$ cat src/design/first_fit_block_allocator_defines.svh
// Assertion macros for the first-fit block allocator.
// Standalone header; needs no package.
`ifndef FIRST_FIT_BLOCK_ALLOCATOR_DEFINES_SVH
`define FIRST_FIT_BLOCK_ALLOCATOR_DEFINES_SVH
// Check that a condition implies another on the same edge.
`define FFBA_ASSERT_IMP(lbl, clk, rst_n, a, b) \
    lbl: assert property (@(posedge clk) disable iff (!rst_n) (a) |-> (b)) \
        else $error("ffba check failed");
// Check that a condition implies another on the next edge.
`define FFBA_ASSERT_NXT(lbl, clk, rst_n, a, b) \
    lbl: assert property (@(posedge clk) disable iff (!rst_n) (a) |=> (b)) \
        else $error("ffba check failed");
`endif

$ cat src/design/ffba_pkg.sv
// Shared constants, types and the sequencer state for the allocator.
// No dependencies.
package ffba_pkg;
    localparam int ArenaBytes    = 65536;
    localparam int MaxFreeBlocks = 64;
    localparam int HeaderBytes   = 8;
    localparam int MinBlockBytes = 16;
    localparam int StoreDepth    = ArenaBytes / 8;
    localparam int IdxW          = $clog2(MaxFreeBlocks);
    localparam int CntW          = IdxW + 1;
    localparam int SAddrW        = $clog2(StoreDepth);

    localparam logic [1:0] StOk     = 2'd0;
    localparam logic [1:0] StNoFit  = 2'd1;
    localparam logic [1:0] StFull   = 2'd2;
    localparam logic       OpAlloc  = 1'b0;
    localparam logic       OpFree   = 1'b1;

    typedef enum logic [3:0] {
        S_INIT, S_IDLE, S_ARD, S_ACHK, S_SHRD, S_SHWR,
        S_FLEN, S_FPRD, S_FPWR, S_FHEAD, S_DONE
    } t_state;

    typedef struct packed {
        logic        we;
        logic [IdxW-1:0] waddr;
        logic [15:0] woff;
        logic [15:0] wlen;
        logic [IdxW-1:0] raddr;
    } t_list_cmd;
endpackage

$ cat src/design/ffba_list_ram.sv
// Free list memory: one entry per free block holding offset and length.
// Depends on ffba_pkg.
module ffba_list_ram (
    input  logic                 i_clk,
    input  ffba_pkg::t_list_cmd  i_cmd,
    output logic [15:0]          o_off,
    output logic [15:0]          o_len
);
    import ffba_pkg::*;
    logic [31:0] r_mem [MaxFreeBlocks];
    always_ff @(posedge i_clk) begin
        if (i_cmd.we) begin
            r_mem[i_cmd.waddr] <= {i_cmd.woff, i_cmd.wlen};
        end
        {o_off, o_len} <= r_mem[i_cmd.raddr];
    end
endmodule

$ cat config.mk
export PLATFORM = sky130hd
export DESIGN_NAME = ffba_list_ram
export DESIGN_NICKNAME = d
export VERILOG_FILES = /design/src/design/first_fit_block_allocator_defines.svh /design/src/design/ffba_pkg.sv /design/src/design/ffba_list_ram.sv
export SDC_FILE = /design/constraint.sdc
export NUM_CORES = 2
export LEC_CHECK = 0
export ABC_AREA = 0
export BUFFER_PORTS_ARGS = -buffer_cell sky130_fd_sc_hd__buf_4
export CORE_MARGIN = 2
export CORE_UTILIZATION = 30
export DETAILED_ROUTE_END_ITERATION = 7
export PLACE_DENSITY = 0.48
export SLEW_MARGIN = 20
export SYNTH_ARGS = -nofsm -noshare
export SYNTH_HDL_FRONTEND = slang
export SYNTH_SLANG_ARGS = --single-unit
$ cat constraint.sdc
create_clock -name i_clk -period 4.1 [get_ports i_clk]
set_input_delay 0.615 -clock i_clk [delete_from_list [all_inputs] [get_ports i_clk]]
set_output_delay 0.615 -clock i_clk [all_outputs]
set_load 0.005 [all_outputs]
==> key figures <==
Power
  • Power Total: 44.8 mW
  • Internal: 35.1 mW
  • Comb power frac: 5.1%
  • Sw power: 9.70 mW
  • Max VDD drop: 0.411 mV
  • Clock Power Share: 42.1%
  • Sequential Power Share: 52.8%
  • Net Sw Frac: 21.6%
  • Power per cell area: 487 nW/um^2
  • Leak pwr: 28.3 nW

Setup path
  • Worst setup EP type: flip-flop
  • Worst path top cell family by delay: multiplexers
  • Worst Path Arrival: 3.62 ns
  • Crit-path max cell delay: 0.63 ns
  • Crit-path slowest cell: o22ai_1
  • Buf+Inv Stages, Crit Path: 4
  • CP startpoint kind: primary input
  • Crit path cell chain: buf_8 -> buf_12 -> buf_12 -> buf_4 -> mux4_2 -> mux4_2 -> o22ai_1 -> nor2_1
  • Data required, critical path: 4.75 ns
  • Crit Path Max Fanout: 25
  • WS Path Type: primary input to flip-flop

STA
  • Worst-margin pin slew: 0.952 ns
  • Final Max Tran Viols: 0
  • Final setup skew: 0.0237 ns
  • Endpoints failing hold: 0
  • RSZ-0062 raised after global routing: no
  • Final setup TNS: 0 ns
  • Tcrit/Tclk final: 72.3%
  • Final Setup Violations: 0
  • Slew headroom: 36.4%
  • Post-layout min period: 2.96 ns
  • Setup ws final: 1.14 ns
  • Fmax: 337 MHz

Synthesis
  • Top post-synthesis cells by area: edfxtp_1, mux4_2, mux2i_1, dfxtp_1, o22ai_1
  • Post-synth cell types: 34
  • Post-Syn Area: 78,500 um^2
  • Cell count after synthesis: 3,324
  • Top cell type by total area after synthesis: edfxtp_1
  • Synth Warn #: 0
  • Sequential fraction of the synthesis area: 79.1%
  • Syn avg cell area: 23.6 um^2
  • Register bit count reported by yosys: 2,080
  • Syn_nets: 3,370
  • Post-synth top area share: 78.3%

Floorplanning
  • Die extent in x: 516 um
  • # IOs: 78
  • Core ar.: 260,000 um^2
  • Row Count: 187
  • Height of the die: 516 um
  • Initial Utilization: 30.2%
  • Die area: 266,000 um^2

CTS
  • CTS clk-pin slew, worst paths: 0.06 ns
  • Root Driver: clkbuf_16
  • CTS Buffer Depth: 3
  • Post-CTS Resized: 0
  • Post-CTS Hold Buffers: 0
  • Worst-Skew Late Latency: 0.84 ns
  • TritonCTS clock tree: done
  • TritonCTS buffer count: 218
  • H-tree depth: 4
  • Clk sink count: 2,080
  • Setup bufs post-CTS: 0

GRT
  • Antenna violations before repair: 11
  • Vias in the first global route: 38,100
  • First-pass GRT wire length: 312 mm
  • Total track usage: 16.9%
  • GRT Residual Overflow: 0
  • Largest net degree at the start of global routing: 65

Placed design
  • Port bufs: 77
  • GP Congestion: 0.763
  • Place WS: 0.0528 ns
  • Final HPWL DP: 129 mm
  • Placed Cells: 6,932

Detailed routing
  • Post-DRT Antenna Nets: 0
  • Via count: 36,900
  • Routed wire length per instance: 30.7 um
  • Avg Vias per Cell: 5.02
  • Drt drc: 0
  • TritonRoute pass-1 iters: 5
  • Final WL: 225 mm
  • 1st-iter DRT viols: 3,800

Finish
  • Share of cells above drive strength 1: 31.1%
  • Synthesis-to-finish area growth: 17.2%
  • Non-filler cells, final: 7,342
  • Fin nets: 3,702
  • Reg area: 62,100 um^2
  • Area occupied by multi-input gates: 16,000 um^2
  • Fill count: 23,900
  • Final Util: 35.4%

Outcome
  • Status: finished, final reports clean

Worst hold path
  • Hold Path Class: primary input to flip-flop

Run
  • Max Cap Viol: 0
worst paths after layout:
check                 from        end  slack (ns)  depth (start not counted)
min reg2reg  r_mem[28][17]   o_off[1]        0.75                          4
max               i_cmd[0]   o_off[5]        1.14                          8
min               i_cmd[4]  o_len[10]        0.30                          3
max reg2reg  r_mem[31][24]   o_off[8]        1.64                          4
cell usage in the layout (no fill, tap or decap), drive strengths merged, types with 32 or more instances in the layout:
cell type  netlist  routed
edfxtp        2048    2048
mux4           544     544
clkbuf          74     298
buf            108     294
nor2           137     137
mux2i           93      93
clkinv           0      86
o22ai           84      84
a21oi           62      62
dfxtp           32      32
power groups by stage:
stage          Sequential (mW)  Combinational, mW  Clock, mW
5_1_grt                   23.7               2.46       20.1
6_report                  23.7               2.30       18.9
3_5_place_dp              24.1               2.37          0
3_3_place_gp              24.1               2.35          0
2_1_floorplan             24.0               1.14          0
4_1_cts                   23.7               2.37       19.3
synth_stat cells, drive strengths merged:
library cell and count:
edfxtp 2048, mux4 544, nor2 137, buf 108
mux2i 93, o22ai 84, clkbuf 74, a21oi 62
dfxtp 32, o221ai 27, nand2 26, nor2b 15
a22oi 12, a311oi 8, nand2b 8, nor3 7
nand3 5, nand3b 5, or3b 5, a41o 4
and3 4, o32ai 4, or2 3, or3 3
and2 2, nand4 2, a31oi 1, nand4b 1
cells by family (layout without fill, tap and decap cells):
kind of cell	count (synthesis)	in the layout	share of synthesized area, %
AO/OA/AOI/OAI	202	202	1.67
multiplexers	637	637	16.8
AND/OR/NAND/NOR	223	223	1.27
buffers and inverters	182	701	1.13
flip-flops	2080	2080	79.1
other	0	3	0
cell type report:
| type | count | share of cell area, % |
|---|---|---|
| timing repair buffer | 294 | 3.00 |
| sequential | 2080 | 67.5 |
| antenna | 3 | 0.00816 |
| tap | 3496 | 4.75 |
| clock buffer | 298 | 6.39 |
| multi-input combinational | 1062 | 17.3 |
| clock inverter | 109 | 0.987 |
flip-flops by register name, summed over array words and instances (netlist names):
register / flops
o_off: 16
r_mem: 2048
o_len: 16
per-layer routing:
metal | wire length [um] | global-route usage, % | vias to the layer above | share of wire [%]
li1 | - | - | 15000 | -
met1 | 99500 | 23.8 | 20500 | 44
met2 | 108000 | 27.3 | 1110 | 48
met3 | 12400 | 2.76 | 266 | 5.5
met4 | 5120 | 4.15 | 6 | 2.3
met5 | 40 | 0 | - | 0.018
metrics by stage:
step                instance area [um^2]  hold slack [ns]
finish                             92000            0.303
global route                       92000            0.267
CTS                                92000            0.235
detailed placement                 85200            0.731
global placement                   85200            0.732
floorplan                          78500            0.663
worst reg2reg max path: stages, from the launching register on:
cell      delay [ns]
edfxtp_1        0.39
mux4_2          0.49
mux4_2          0.53
o22ai_1         0.67
nor2_1          0.21
No activity file was read; power rests on OpenSTA's default activity.
